==> src/design/prr_pkg.sv <==
`timescale 1ns / 1ps
// ============================================================================
// prr_pkg: shared types and constants for the pixel row run unit
// Payload structs of the pixel and rectangle channels, register codes and
// the configuration bundle handed from the register file to both halves.
// ============================================================================
package prr_pkg;

    localparam int DEF_MAX_WIDTH  = 4096;
    localparam int DEF_MAX_HEIGHT = 4096;

    localparam int NM_W       = 42;
    localparam int SCALE_W    = 30;
    localparam int DIM_W      = 13;
    localparam int CFG_IDX_W  = 3;
    localparam int CFG_DATA_W = 30;

    localparam logic [CFG_IDX_W-1:0] REG_IMAGE_WIDTH  = 3'd0;
    localparam logic [CFG_IDX_W-1:0] REG_IMAGE_HEIGHT = 3'd1;
    localparam logic [CFG_IDX_W-1:0] REG_ALPHA_KEYING = 3'd2;
    localparam logic [CFG_IDX_W-1:0] REG_SCALE_X_NM   = 3'd3;
    localparam logic [CFG_IDX_W-1:0] REG_SCALE_Y_NM   = 3'd4;

    typedef struct packed {
        logic [7:0] red;
        logic [7:0] green;
        logic [7:0] blue;
        logic [7:0] alpha;
    } pixel_t;

    typedef struct packed {
        logic [NM_W-1:0] left_nm;
        logic [NM_W-1:0] top_nm;
        logic [NM_W-1:0] right_nm;
        logic [NM_W-1:0] bottom_nm;
        logic [7:0]      run_red;
        logic [7:0]      run_green;
        logic [7:0]      run_blue;
        logic            last;
    } rect_t;

    typedef struct packed {
        logic [DIM_W-1:0]   image_width;
        logic [DIM_W-1:0]   image_height;
        logic               alpha_keying;
        logic [SCALE_W-1:0] scale_x_nm;
        logic [SCALE_W-1:0] scale_y_nm;
    } cfg_t;

endpackage

==> src/design/prr_front.sv <==
`timescale 1ns / 1ps
// ============================================================================
// prr_front: run tracker
// Accepts pixels, follows the open run and the row/column position, and
// pushes one command per pixel that closes one or two runs.
// ============================================================================
module prr_front
    import prr_pkg::*;
#(
    parameter int  MAX_WIDTH  = DEF_MAX_WIDTH,
    parameter int  MAX_HEIGHT = DEF_MAX_HEIGHT,
    parameter int  CW         = 12,
    parameter int  RW         = 12,
    parameter type cmd_t      = logic
)
(
    input  logic   clk,
    input  logic   rst_n,
    input  cfg_t   cfg,
    input  logic   pix_valid,
    output logic   pix_stall,
    input  pixel_t pix,
    input  logic   q_full,
    output logic   push,
    output cmd_t   cmd
);

    logic          run_open_reg, run_open_next;
    logic [23:0]   colour_reg, colour_next;
    logic [CW-1:0] start_reg, start_next;
    logic [CW-1:0] column_reg, column_next;
    logic [RW-1:0] row_reg, row_next;

    logic [31:0]   w_eff, h_eff;
    logic [CW-1:0] col_last;
    logic [RW-1:0] row_last;
    logic          accept;
    logic [23:0]   colour_in;
    logic          transparent;
    logic          close_a, keep_open, start_new, open_mid, end_of_row, close_b;
    logic [CW-1:0] mid_start;
    logic [23:0]   mid_colour;

    always_comb
    begin
        if (cfg.image_width == '0)
            w_eff = 32'd1;
        else if (32'(cfg.image_width) > 32'(MAX_WIDTH))
            w_eff = 32'(MAX_WIDTH);
        else
            w_eff = 32'(cfg.image_width);
        if (cfg.image_height == '0)
            h_eff = 32'd1;
        else if (32'(cfg.image_height) > 32'(MAX_HEIGHT))
            h_eff = 32'(MAX_HEIGHT);
        else
            h_eff = 32'(cfg.image_height);
    end

    assign col_last = CW'(w_eff - 32'd1);
    assign row_last = RW'(h_eff - 32'd1);

    assign pix_stall = q_full;
    assign accept    = pix_valid && !q_full;

    assign colour_in   = {pix.red, pix.green, pix.blue};
    assign transparent = cfg.alpha_keying && (pix.alpha == 8'd0);

    // first close: open run ends on a colour change or a transparent pixel
    assign close_a    = run_open_reg && (transparent || (colour_in != colour_reg));
    assign keep_open  = run_open_reg && !close_a;
    assign start_new  = !transparent && !keep_open;
    assign open_mid   = keep_open || start_new;
    assign mid_start  = start_new ? column_reg : start_reg;
    assign mid_colour = start_new ? colour_in : colour_reg;
    assign end_of_row = column_reg >= col_last;
    // second close: whatever is open at the last column
    assign close_b    = end_of_row && open_mid;

    always_comb
    begin
        cmd         = '0;
        cmd.row     = row_reg;
        cmd.has_a   = close_a;
        cmd.a.start = start_reg;
        cmd.a.stop  = {1'b0, column_reg};
        cmd.a.colour = colour_reg;
        cmd.has_b   = close_b;
        cmd.b.start = mid_start;
        cmd.b.stop  = {1'b0, column_reg} + (CW+1)'(1);
        cmd.b.colour = mid_colour;
    end

    assign push = accept && (close_a || close_b);

    always_comb
    begin
        run_open_next = run_open_reg;
        colour_next   = colour_reg;
        start_next    = start_reg;
        column_next   = column_reg;
        row_next      = row_reg;
        if (accept)
        begin
            run_open_next = open_mid && !end_of_row;
            colour_next   = mid_colour;
            start_next    = mid_start;
            if (end_of_row)
            begin
                column_next = '0;
                row_next    = (row_reg >= row_last) ? '0 : row_reg + RW'(1);
            end
            else
            begin
                column_next = column_reg + CW'(1);
            end
        end
    end

    always_ff @(posedge clk or negedge rst_n)
    begin
        if (!rst_n)
        begin
            run_open_reg <= 1'b0;
            colour_reg   <= '0;
            start_reg    <= '0;
            column_reg   <= '0;
            row_reg      <= '0;
        end
        else
        begin
            run_open_reg <= run_open_next;
            colour_reg   <= colour_next;
            start_reg    <= start_next;
            column_reg   <= column_next;
            row_reg      <= row_next;
        end
    end

endmodule

==> src/design/prr_queue.sv <==
`timescale 1ns / 1ps
// ============================================================================
// prr_queue: command queue
// Small first-in first-out buffer between the run tracker and the
// rectangle builder; depth is a power of two.
// ============================================================================
module prr_queue
    import prr_pkg::*;
#(
    parameter int  DEPTH = 4,
    parameter type cmd_t = logic
)
(
    input  logic clk,
    input  logic rst_n,
    input  logic push,
    input  cmd_t push_cmd,
    input  logic pop,
    output cmd_t head,
    output logic full,
    output logic empty
);

    localparam int PW = $clog2(DEPTH);
    localparam int NW = $clog2(DEPTH + 1);

    cmd_t          slots_reg [DEPTH];
    logic [PW-1:0] wr_ptr_reg, wr_ptr_next;
    logic [PW-1:0] rd_ptr_reg, rd_ptr_next;
    logic [NW-1:0] count_reg, count_next;
    logic          do_push, do_pop;

    assign full    = count_reg == NW'(DEPTH);
    assign empty   = count_reg == '0;
    assign do_push = push && !full;
    assign do_pop  = pop && !empty;
    assign head    = slots_reg[rd_ptr_reg];

    always_comb
    begin
        wr_ptr_next = do_push ? wr_ptr_reg + PW'(1) : wr_ptr_reg;
        rd_ptr_next = do_pop ? rd_ptr_reg + PW'(1) : rd_ptr_reg;
        count_next  = count_reg;
        if (do_push && !do_pop)
            count_next = count_reg + NW'(1);
        else if (do_pop && !do_push)
            count_next = count_reg - NW'(1);
    end

    always_ff @(posedge clk)
    begin
        if (do_push)
            slots_reg[wr_ptr_reg] <= push_cmd;
    end

    always_ff @(posedge clk or negedge rst_n)
    begin
        if (!rst_n)
        begin
            wr_ptr_reg <= '0;
            rd_ptr_reg <= '0;
            count_reg  <= '0;
        end
        else
        begin
            wr_ptr_reg <= wr_ptr_next;
            rd_ptr_reg <= rd_ptr_next;
            count_reg  <= count_next;
        end
    end

endmodule

==> src/design/prr_back.sv <==
`timescale 1ns / 1ps
// ============================================================================
// prr_back: rectangle builder
// Takes one closed run per cycle from the queue head while rect_stall is low,
// scales the corners to nanometres and holds the result in the output register.
// ============================================================================
module prr_back
    import prr_pkg::*;
#(
    parameter int  CW    = 12,
    parameter int  RW    = 12,
    parameter type cmd_t = logic
)
(
    input  logic  clk,
    input  logic  rst_n,
    input  cfg_t  cfg,
    input  cmd_t  head,
    input  logic  q_empty,
    output logic  pop,
    output logic  rect_valid,
    input  logic  rect_stall,
    output rect_t rect
);

    // operand stage
    logic          op_valid_reg, op_valid_next;
    logic          second_reg, second_next;
    logic [CW-1:0] op_start_reg;
    logic [CW:0]   op_stop_reg;
    logic [RW-1:0] op_row_reg;
    logic [RW:0]   op_row1_reg;
    logic [23:0]   op_colour_reg;
    logic          op_last_reg;

    // output stage
    logic          out_valid_reg;
    rect_t         out_reg;

    logic          adv_out, adv_op, take;
    logic          use_b;
    logic [CW-1:0] sel_start;
    logic [CW:0]   sel_stop;
    logic [23:0]   sel_colour;
    logic          sel_last;

    logic [CW+SCALE_W-1:0] left_p;
    logic [CW+SCALE_W:0]   right_p;
    logic [RW+SCALE_W-1:0] top_p;
    logic [RW+SCALE_W:0]   bottom_p;

    assign adv_out = !out_valid_reg || !rect_stall;
    assign adv_op  = !op_valid_reg || adv_out;
    assign take    = adv_op && !q_empty;

    // second span of a two-run command goes out after the first
    assign use_b      = second_reg || !head.has_a;
    assign sel_start  = use_b ? head.b.start : head.a.start;
    assign sel_stop   = use_b ? head.b.stop : head.a.stop;
    assign sel_colour = use_b ? head.b.colour : head.a.colour;
    assign sel_last   = use_b || !head.has_b;
    assign pop        = take && sel_last;

    always_comb
    begin
        second_next = second_reg;
        if (take)
            second_next = !sel_last;
        op_valid_next = op_valid_reg;
        if (adv_op)
            op_valid_next = !q_empty;
    end

    assign left_p   = (CW+SCALE_W)'(op_start_reg) * (CW+SCALE_W)'(cfg.scale_x_nm);
    assign right_p  = (CW+SCALE_W+1)'(op_stop_reg) * (CW+SCALE_W+1)'(cfg.scale_x_nm);
    assign top_p    = (RW+SCALE_W)'(op_row_reg) * (RW+SCALE_W)'(cfg.scale_y_nm);
    assign bottom_p = (RW+SCALE_W+1)'(op_row1_reg) * (RW+SCALE_W+1)'(cfg.scale_y_nm);

    always_ff @(posedge clk)
    begin
        if (take)
        begin
            op_start_reg  <= sel_start;
            op_stop_reg   <= sel_stop;
            op_row_reg    <= head.row;
            op_row1_reg   <= {1'b0, head.row} + (RW+1)'(1);
            op_colour_reg <= sel_colour;
            op_last_reg   <= sel_last;
        end
        if (adv_out && op_valid_reg)
        begin
            out_reg.left_nm   <= NM_W'(left_p);
            out_reg.top_nm    <= NM_W'(top_p);
            out_reg.right_nm  <= NM_W'(right_p);
            out_reg.bottom_nm <= NM_W'(bottom_p);
            out_reg.run_red   <= op_colour_reg[23:16];
            out_reg.run_green <= op_colour_reg[15:8];
            out_reg.run_blue  <= op_colour_reg[7:0];
            out_reg.last      <= op_last_reg;
        end
    end

    always_ff @(posedge clk or negedge rst_n)
    begin
        if (!rst_n)
        begin
            op_valid_reg  <= 1'b0;
            second_reg    <= 1'b0;
            out_valid_reg <= 1'b0;
        end
        else
        begin
            op_valid_reg <= op_valid_next;
            second_reg   <= second_next;
            if (adv_out)
                out_valid_reg <= op_valid_reg;
        end
    end

    assign rect_valid = out_valid_reg;
    assign rect       = out_reg;

endmodule

==> src/design/pixel_row_run_to_rectangles_unit.sv <==
`timescale 1ns / 1ps
// ============================================================================
// pixel_row_run_to_rectangles_unit: RGB run-length encoder to rectangles
// Groups each raster row of RGBA pixels into runs of equal RGB and reports
// every closed run as a rectangle scaled to nanometres.
// ============================================================================
//
//  channel  | direction | handshake            | payload
//  ---------+-----------+----------------------+------------------------------
//  pix      | in        | pix_valid/pix_stall  | pixel_t: red green blue alpha
//  rect     | out       | rect_valid/rect_stall| rect_t: corners, colour, last
//  cfg      | in        | cfg_valid/cfg_ready  | cfg_index, cfg_data
//
//  One pixel is accepted per clock while pix_stall is low. A pixel that
//  closes two runs (colour change on the last column) needs two rect
//  transfers, so the output side sets the sustained rate: one rectangle per
//  clock while rect_stall is low. After a pix transfer the command passes
//  through the queue, then the operand register, then the multiplier and
//  output register, whose valid flag drives rect_valid.
//  A four-entry command queue lets the rect side stall without stalling
//  pix at once; pix_stall rises only when that queue is full.
//  Reset (rst_n low, asynchronous) closes any open run, zeroes the row and
//  column, empties the queue and loads width 1, height 1, keying off,
//  both scales 1. No clearing pass is needed.
//
module pixel_row_run_to_rectangles_unit
    import prr_pkg::*;
#(
    parameter int MAX_WIDTH  = DEF_MAX_WIDTH,
    parameter int MAX_HEIGHT = DEF_MAX_HEIGHT
)
(
    input  logic                  clk,
    input  logic                  rst_n,
    input  logic                  pix_valid,
    output logic                  pix_stall,
    input  pixel_t                pix,
    output logic                  rect_valid,
    input  logic                  rect_stall,
    output rect_t                 rect,
    input  logic                  cfg_valid,
    output logic                  cfg_ready,
    input  logic [CFG_IDX_W-1:0]  cfg_index,
    input  logic [CFG_DATA_W-1:0] cfg_data
);

    // column holds 0..MAX_WIDTH-1, row 0..MAX_HEIGHT-1
    localparam int CW          = $clog2(MAX_WIDTH);
    localparam int RW          = (MAX_HEIGHT > 1) ? $clog2(MAX_HEIGHT) : 1;
    localparam int QUEUE_DEPTH = 4;

    typedef struct packed {
        logic [CW-1:0] start;
        logic [CW:0]   stop;
        logic [23:0]   colour;
    } span_t;

    // one pixel's worth of closed runs
    typedef struct packed {
        logic [RW-1:0] row;
        logic          has_a;
        span_t         a;
        logic          has_b;
        span_t         b;
    } run_cmd_t;

    cfg_t     cfg_reg, cfg_next;
    logic     push, pop, q_full, q_empty;
    run_cmd_t push_cmd, head;

    // register file: take a transfer every cycle, drop unknown indexes
    assign cfg_ready = 1'b1;

    always_comb
    begin
        cfg_next = cfg_reg;
        if (cfg_valid && cfg_ready)
        begin
            case (cfg_index)
                REG_IMAGE_WIDTH:  cfg_next.image_width  = cfg_data[DIM_W-1:0];
                REG_IMAGE_HEIGHT: cfg_next.image_height = cfg_data[DIM_W-1:0];
                REG_ALPHA_KEYING: cfg_next.alpha_keying = cfg_data[0];
                REG_SCALE_X_NM:   cfg_next.scale_x_nm   = cfg_data[SCALE_W-1:0];
                REG_SCALE_Y_NM:   cfg_next.scale_y_nm   = cfg_data[SCALE_W-1:0];
                default:          cfg_next = cfg_reg;
            endcase
        end
    end

    always_ff @(posedge clk or negedge rst_n)
    begin
        if (!rst_n)
        begin
            cfg_reg.image_width  <= DIM_W'(1);
            cfg_reg.image_height <= DIM_W'(1);
            cfg_reg.alpha_keying <= 1'b0;
            cfg_reg.scale_x_nm   <= SCALE_W'(1);
            cfg_reg.scale_y_nm   <= SCALE_W'(1);
        end
        else
        begin
            cfg_reg <= cfg_next;
        end
    end

    // front: follow runs, emit closing commands
    prr_front #(
        .MAX_WIDTH  (MAX_WIDTH),
        .MAX_HEIGHT (MAX_HEIGHT),
        .CW         (CW),
        .RW         (RW),
        .cmd_t      (run_cmd_t)
    ) u_front (
        .clk       (clk),
        .rst_n     (rst_n),
        .cfg       (cfg_reg),
        .pix_valid (pix_valid),
        .pix_stall (pix_stall),
        .pix       (pix),
        .q_full    (q_full),
        .push      (push),
        .cmd       (push_cmd)
    );

    // hold commands while the rect side stalls
    prr_queue #(
        .DEPTH (QUEUE_DEPTH),
        .cmd_t (run_cmd_t)
    ) u_queue (
        .clk      (clk),
        .rst_n    (rst_n),
        .push     (push),
        .push_cmd (push_cmd),
        .pop      (pop),
        .head     (head),
        .full     (q_full),
        .empty    (q_empty)
    );

    // back: scale corners, one rectangle per clock while rect_stall is low
    prr_back #(
        .CW    (CW),
        .RW    (RW),
        .cmd_t (run_cmd_t)
    ) u_back (
        .clk        (clk),
        .rst_n      (rst_n),
        .cfg        (cfg_reg),
        .head       (head),
        .q_empty    (q_empty),
        .pop        (pop),
        .rect_valid (rect_valid),
        .rect_stall (rect_stall),
        .rect       (rect)
    );

endmodule
==> config.mk <==
export PLATFORM = sky130hd
export DESIGN_NAME = pixel_row_run_to_rectangles_unit
export DESIGN_NICKNAME = d
export VERILOG_FILES = /design/src/design/prr_pkg.sv /design/src/design/prr_front.sv /design/src/design/prr_queue.sv /design/src/design/prr_back.sv /design/src/design/pixel_row_run_to_rectangles_unit.sv
export SDC_FILE = /design/constraint.sdc
export NUM_CORES = 2
export LEC_CHECK = 0
export BUFFER_PORTS_ARGS = -buffer_cell sky130_fd_sc_hd__buf_2
export CAP_MARGIN = 20
export CORE_AREA = 2 2 552 417
export CTS_BUF_LIST = sky130_fd_sc_hd__clkbuf_8
export DETAILED_ROUTE_END_ITERATION = 6
export DIE_AREA = 0 0 554 419
export GPL_ROUTABILITY_DRIVEN = 0
export REMOVE_ABC_BUFFERS = 1
export SLEW_MARGIN = 20
export SYNTH_ARGS = -nofsm -noshare
export SYNTH_HDL_FRONTEND = slang
export SYNTH_SLANG_ARGS = --single-unit
==> constraint.sdc <==
create_clock -name clk -period 15.87 [get_ports clk]
set_input_delay 3.9675 -clock clk [delete_from_list [all_inputs] [get_ports clk]]
set_output_delay 3.9675 -clock clk [all_outputs]
set_load 0.02 [all_outputs]
Yosys cells after proc, flatten, opt, wreduce, memory -nomap -nowiden
Memories as Yosys holds them, arrays and structs flattened.
Cells that the tools add are included.
{"block": "word_totals", "register_bits": 426, "latchBits": 0, "ram_bits": 444, "romBits": 0, "inputBits": 70, "out_inout_bits": 196, "mem_count": 1}
{"block": "op_classes", "n_addsub": 10, "mul": 4, "div_mod_pow": 0, "order_cmp": 4, "n_eq_ne": 6, "shift": 0, "muxes": 15, "bitwise": 0, "n_reduce_logical": 48}
{"name": "u_queue.slots_reg", "words": 4, "width": 111, "rd": 1, "rd_ports_with_merged_regs": 0, "wr": 1, "line": "prr_queue.sv:27", "source": "cmd_t slots_reg [DEPTH];"}
{"op": "$mux W12", "count": 8}
{"op": "$mul A12 B30 Y42", "count": 2}
{"op": "$mul A13 B30 Y42", "count": 2}
{"op": "$mux W24", "count": 2}
{"op": "$add A12 B1 Y13 const B", "count": 2}
{"op": "$gt A13 B13 Y1 const B", "count": 2}
{"op": "$logic_not A13 Y1", "count": 2}
{"op": "$add A12 B1 Y12 const B", "count": 2}
{"op": "$ge A12 B12 Y1", "count": 2}
{"op": "$ne A24 B24 Y1", "count": 1}
{"op": "$sub A12 B1 Y12 const B", "count": 2}
{"op": "$logic_and A1 B1 Y1", "count": 15}
{"op": "$logic_not A1 Y1", "count": 14}
{"op": "$mux W13", "count": 1}
{"op": "$reduce_and A2 Y1", "count": 6}
{"op": "$logic_not A8 Y1", "count": 1}
{"op": "$logic_or A1 B1 Y1", "count": 7}
{"op": "$eq A3 B2 Y1 const B", "count": 2}
{"op": "$eq A3 B3 Y1 const B", "count": 2}
{"op": "$logic_not A3 Y1", "count": 2}
{"op": "$mux W3", "count": 2}
{"op": "$add A2 B1 Y2 const B", "count": 2}
{"op": "$add A3 B1 Y3 const B", "count": 1}
{"op": "$eq A3 B1 Y1 const B", "count": 1}
{"op": "other kinds (3)", "count": 4}

Logic depth before layout (Yosys ltp)
{"block": "logic_depth", "depth_word": 17, "mapped_depth": 25, "ltp_nobuf": 25}

Cells and area by module
From an unflattened synthesis, not the netlist that was laid out.
{"block": "unflattened", "hier_cells": 7121, "hier_area_um2": 79456.2}
{"module": "prr_back", "n_inst": 1, "cells_each": 5843, "area_per_inst_um2": 54994.0, "seq_area_each_um2": 8122.8}
{"module": "prr_queue", "n_inst": 1, "cells_each": 622, "area_per_inst_um2": 16568.4, "seq_area_each_um2": 13628.1}
{"module": "prr_front", "n_inst": 1, "cells_each": 467, "area_per_inst_um2": 4564.4, "seq_area_each_um2": 1526.5}
{"module": "pixel_row_run_to_rectangles_unit", "n_inst": 1, "cells_each": 189, "area_per_inst_um2": 3329.4, "seq_area_each_um2": 2182.1}

Least setup slack after synthesis
OpenSTA, ideal clock, no wires.
{"block": "synth_timing", "path_type": "input to register", "from": "input port rect_stall", "to": "register u_back.out_reg, in the netlist u_back.rect[0] (enable)", "setup_time_ns": 1.042, "t_arrival_ns": 17.826, "required_time_ns": 14.828, "setup_slack_ns": -2.998, "stages": 1, "path_buffers": 0, "cell_sequence": "a21boi_0"}
{"block": "synth_between", "elab_chain_len": 3}
{"element": "start, declared", "line": "pixel_row_run_to_rectangles_unit.sv:39", "source": "input logic rect_stall,"}
{"element": "$logic_not A1 Y1", "line": "prr_back.sv:52", "source": "assign adv_out = !out_valid_reg || !rect_stall;"}
{"element": "$logic_or A1 B1 Y1", "line": "prr_back.sv:52"}
{"element": "$logic_and A1 B1 Y1", "line": "prr_back.sv:90", "source": "if (adv_out && op_valid_reg)"}
{"element": "end, declared", "line": "prr_back.sv:38", "source": "rect_t out_reg;"}
No other way between the ends.
A chain may end at the register's enable or synchronous reset.

==> summary.md <==
| Metric | Value |
|---|---|
| Final Hold Vio Count | 0 |
| Combined area of the multi-input logic cells | roughly 48000 um2 |
| Cells resized by post-CTS repair | 0 |
| Clock latency at the later pin of the worst-skew pair | about 890 ps |
| Number of pins exceeding their max-slew limit in the final report | 0 |
| Seq/Total Area, Yosys | between 30 and 40% |
| Final-layout fill cell count | roughly 22k |
| Number of nets with antenna violations after detailed routing | 0 |
| Peak clock frequency supported by timing | approximately 0.14 GHz |
| Cell Count Post-Placement | ~10k |
| Die H | roughly 420 um |
| Longest Clk Path Bufs | 4 |
| Share of async-settable or async-resettable flops after synthesis | ~18% |
| Number of register bits inferred by synthesis | just under 900 |
| Count of mapped cells out of synthesis | 7057 |
| Met3 wire len | 13200 um |
| Count of clock tree sinks | a little under 900 |
| Final nets | ~8.8k |
| Number of remaining DRC errors | 0 |
| Top-Level Pins | about 270 |
| Library cell used as clock root buffer | sky130_fd_sc_hd__clkbuf_8 |
| Antenna violations before repair | 21 |
| Sequential cell area in the final layout | ~25000 um2 |
| Ratio of cells with drive above 1 in the final layout | 12.9% |
| DR top layer | met5 |
| Detailed-router iteration count before antenna repair | 5 |
| Critical Path Start Type | input port |
| Met2 wire length | around 89000 um |
| Setup repair after global routing missed its margin | no |
| Area after DPL | 83700 um2 |
| Dpl ws | around 7600 ps |
| Initial core utilization | approximately a third |
| Layout area overhead | 9.76% |
| Total routed wirelength | between 150000 and 200000 um |
| Slew headroom | between 10% and 20% |
| Non-Filler Cell Area, Final | between 80000 and 90000 um2 |
| Number of global-route vias before repair | 54.8k |
| Area of the core region | about 230000 um2 |
| Run status | finished clean |
| Source of the worst register-to-register timing path | cfg_reg[50] |
| Buffers on Ports | ~260 |
| Number of flops mapped to enable cells by yosys | between 700 and 800 |
| Count of warnings emitted by yosys | 0 |
| Actual transition at the worst max-transition pin | around 1300 ps |
| Min-Delay Path Class | register to register |
| Launch point of the critical path | pix[2] |
| Global Route Usage Sum | 17.1% |
| Average cell area after synthesis | about 11 um2 |
| Pin count of the biggest net entering global routing | ~110 |
| Hold path startpoint | u_back.op_colour_reg[23] |
| Hold path depth | 0 |
| Global-route wire length before repair | between 300000 and 400000 um |
| Setup Fix Bufs, Post-CTS | 0 |
| Routed length on met1 | ~87000 um |
| Via density per instance | roughly 5 |
| H-tree depth | 4 |
| TritonCTS clock tree | built |
| Min setup slack post-route | ~8500 ps |
| Largest driver fanout on the critical path | 63 |
| Total congestion overflow after global routing | 0 |
| HPWL Detailed | roughly 140000 um |
| Post-route clock skew | about 90 ps |
| Sort of element at the end of the critical path | register |
| WL per Instance | approximately 19 um |
| Number of violations reported at the end of detailed-routing iteration 0 | ~3.7k |
| Final Setup Violations | 0 |
| Register clock-pin slew on the reported worst setup and hold paths | around 60 ps |
| Number of unique standard cell types used by synthesis | 79 |
| Floorplan die area | between 200000 and 250000 um2 |
| Number of rows created at floorplan | approximately 150 |
| Arrival time of the worst setup path | approximately 8000 ps |
| Count of max-cap constraint violations | 0 |
| Setup CP Type | input port to register |
| Worst-case reg-to-reg path depth | 19 |
| Number of flip-flops under the largest register name | between 400 and 500 |
| Horizontal extent of the die | 554 um |
| Crit share post-route | a little under half |
| Most frequently used flop master after synthesis | sky130_fd_sc_hd__edfxtp_1 |
| Number of clock buffers inserted by TritonCTS | between 150 and 200 |
| Critical Path RT | 16300 ps |
| Final standard cell count with taps included and fillers excluded | between 10k and 15k |
| Cell area after synthesis | roughly 79000 um2 |
| Post-CTS Hold Buffers | 0 |
| Min Clock Period, post-route | roughly 7400 ps |
| Total via count in the routed design | ~52k |
metal layers:
layer	vias to the layer above	GRT usage, %
li1	22700	-
met1	26800	23.7
met2	1746	27.1
met3	302	2.96
met4	2	5.88
met5	-	0
stage by stage:
step | utilization [%] | setup TNS [ps] | hold slack (ps)
after floorplan | - | -578700 | 400
after global placement | 36.8 | 0 | 406
after detailed placement | 36.8 | 0 | 406
after CTS | 38.1 | 0 | 423
after global routing | 38.2 | 0 | 427
final | 38.2 | 0 | 421
final timing paths:
kind,slack (ps),to
min,420,u_back.rect[24]
max reg2reg,8660,u_back.rect[107]
min in group asynchronous,3030,u_front.colour_reg[13]
max,8490,u_queue.slots_reg[1][103]
min reg2reg,420,u_back.rect[24]
max in group asynchronous,10610,cfg_reg[36]
cells by family (layout without fill, tap and decap cells):
logic type / Yosys count / in the layout / share of synthesized area (%)
other: 1 / 12 / 0.00474
flip-flops: 870 / 870 / 32.1
buffers and inverters: 1597 / 1887 / 7.62
XOR/XNOR: 199 / 199 / 2.21
multiplexers: 320 / 320 / 6.14
AND/OR/NAND/NOR: 2013 / 2013 / 12.1
AO/OA/AOI/OAI: 518 / 518 / 4.32
adder cells (fa/ha/maj): 1539 / 1539 / 35.5
cells in the final DEF, fill, tap and decap left out, types with 13 or more instances in the layout:
| cell type | count |
|---|---|
| sky130_fd_sc_hd__inv_1 | 1289 |
| sky130_fd_sc_hd__fa_1 | 1175 |
| sky130_fd_sc_hd__nand2_1 | 1061 |
| sky130_fd_sc_hd__edfxtp_1 | 712 |
| sky130_fd_sc_hd__and2_1 | 583 |
| sky130_fd_sc_hd__ha_1 | 364 |
| sky130_fd_sc_hd__buf_2 | 263 |
| sky130_fd_sc_hd__mux2_2 | 207 |
| sky130_fd_sc_hd__clkbuf_8 | 169 |
| sky130_fd_sc_hd__dfrtp_1 | 145 |
| sky130_fd_sc_hd__a21oi_1 | 136 |
| sky130_fd_sc_hd__xnor2_1 | 127 |
| sky130_fd_sc_hd__nor2_1 | 123 |
| sky130_fd_sc_hd__buf_4 | 113 |
| sky130_fd_sc_hd__mux4_2 | 111 |
| sky130_fd_sc_hd__o21ai_0 | 104 |
| sky130_fd_sc_hd__a21o_1 | 79 |
| sky130_fd_sc_hd__xor2_1 | 72 |
| sky130_fd_sc_hd__nand3_1 | 43 |
| sky130_fd_sc_hd__and3_1 | 39 |
| sky130_fd_sc_hd__nand4_1 | 29 |
| sky130_fd_sc_hd__nor2b_1 | 28 |
| sky130_fd_sc_hd__o21a_1 | 26 |
| sky130_fd_sc_hd__nor3_1 | 26 |
| sky130_fd_sc_hd__nand2b_1 | 24 |
| sky130_fd_sc_hd__clkinv_1 | 20 |
| sky130_fd_sc_hd__a211oi_1 | 19 |
| sky130_fd_sc_hd__a31oi_1 | 18 |
| sky130_fd_sc_hd__o21bai_1 | 13 |
critical path, cell delays in order:
cell	delay, ps
sky130_fd_sc_hd__buf_2	110
sky130_fd_sc_hd__nor4_1	300
sky130_fd_sc_hd__nand3b_1	110
sky130_fd_sc_hd__nor4_1	650
sky130_fd_sc_hd__inv_1	190
sky130_fd_sc_hd__a21boi_0	480
sky130_fd_sc_hd__o21a_1	350
sky130_fd_sc_hd__and2_4	680
sky130_fd_sc_hd__buf_4	870
cells in the mapped netlist (all sizes together), types with 11 or more instances:
master / instances / area share [%]
nor2b: 28 / 0.22
ha: 364 / 5.8
nand4: 29 / 0.23
nor4: 11 / 0.087
nor3: 27 / 0.17
fa: 1175 / 30
clkbuf: 323 / 1.5
o21bai: 13 / 0.12
nor2: 124 / 0.59
mux4: 111 / 3.2
a211oi: 21 / 0.21
and3: 39 / 0.31
xor2: 72 / 0.80
o21a: 26 / 0.25
mux2: 207 / 2.9
buf: 29 / 0.17
o21ai: 115 / 0.74
edfxtp: 712 / 27
a31oi: 20 / 0.17
nand2b: 24 / 0.19
dfrtp: 154 / 4.9
xnor2: 127 / 1.4
nand3: 45 / 0.29
inv: 1245 / 5.9
a21oi: 136 / 0.86
and2: 587 / 4.6
o211ai: 11 / 0.10
nand2: 1063 / 5.0
a21o: 79 / 0.75
final cells by class:
cell class              instances  area share (%)
repair buffers                379            2.55
diodes                         11          0.0317
clock buffers                 169            2.68
multi-input cells            4590            55.0
clock inverters                94           0.744
well taps                    3003            4.33
flip-flops and latches        870            29.2
inverters                    1245            5.39
Power is not shown: default switching activity piles up to over one toggle a cycle in this logic, so the estimate is an artifact.
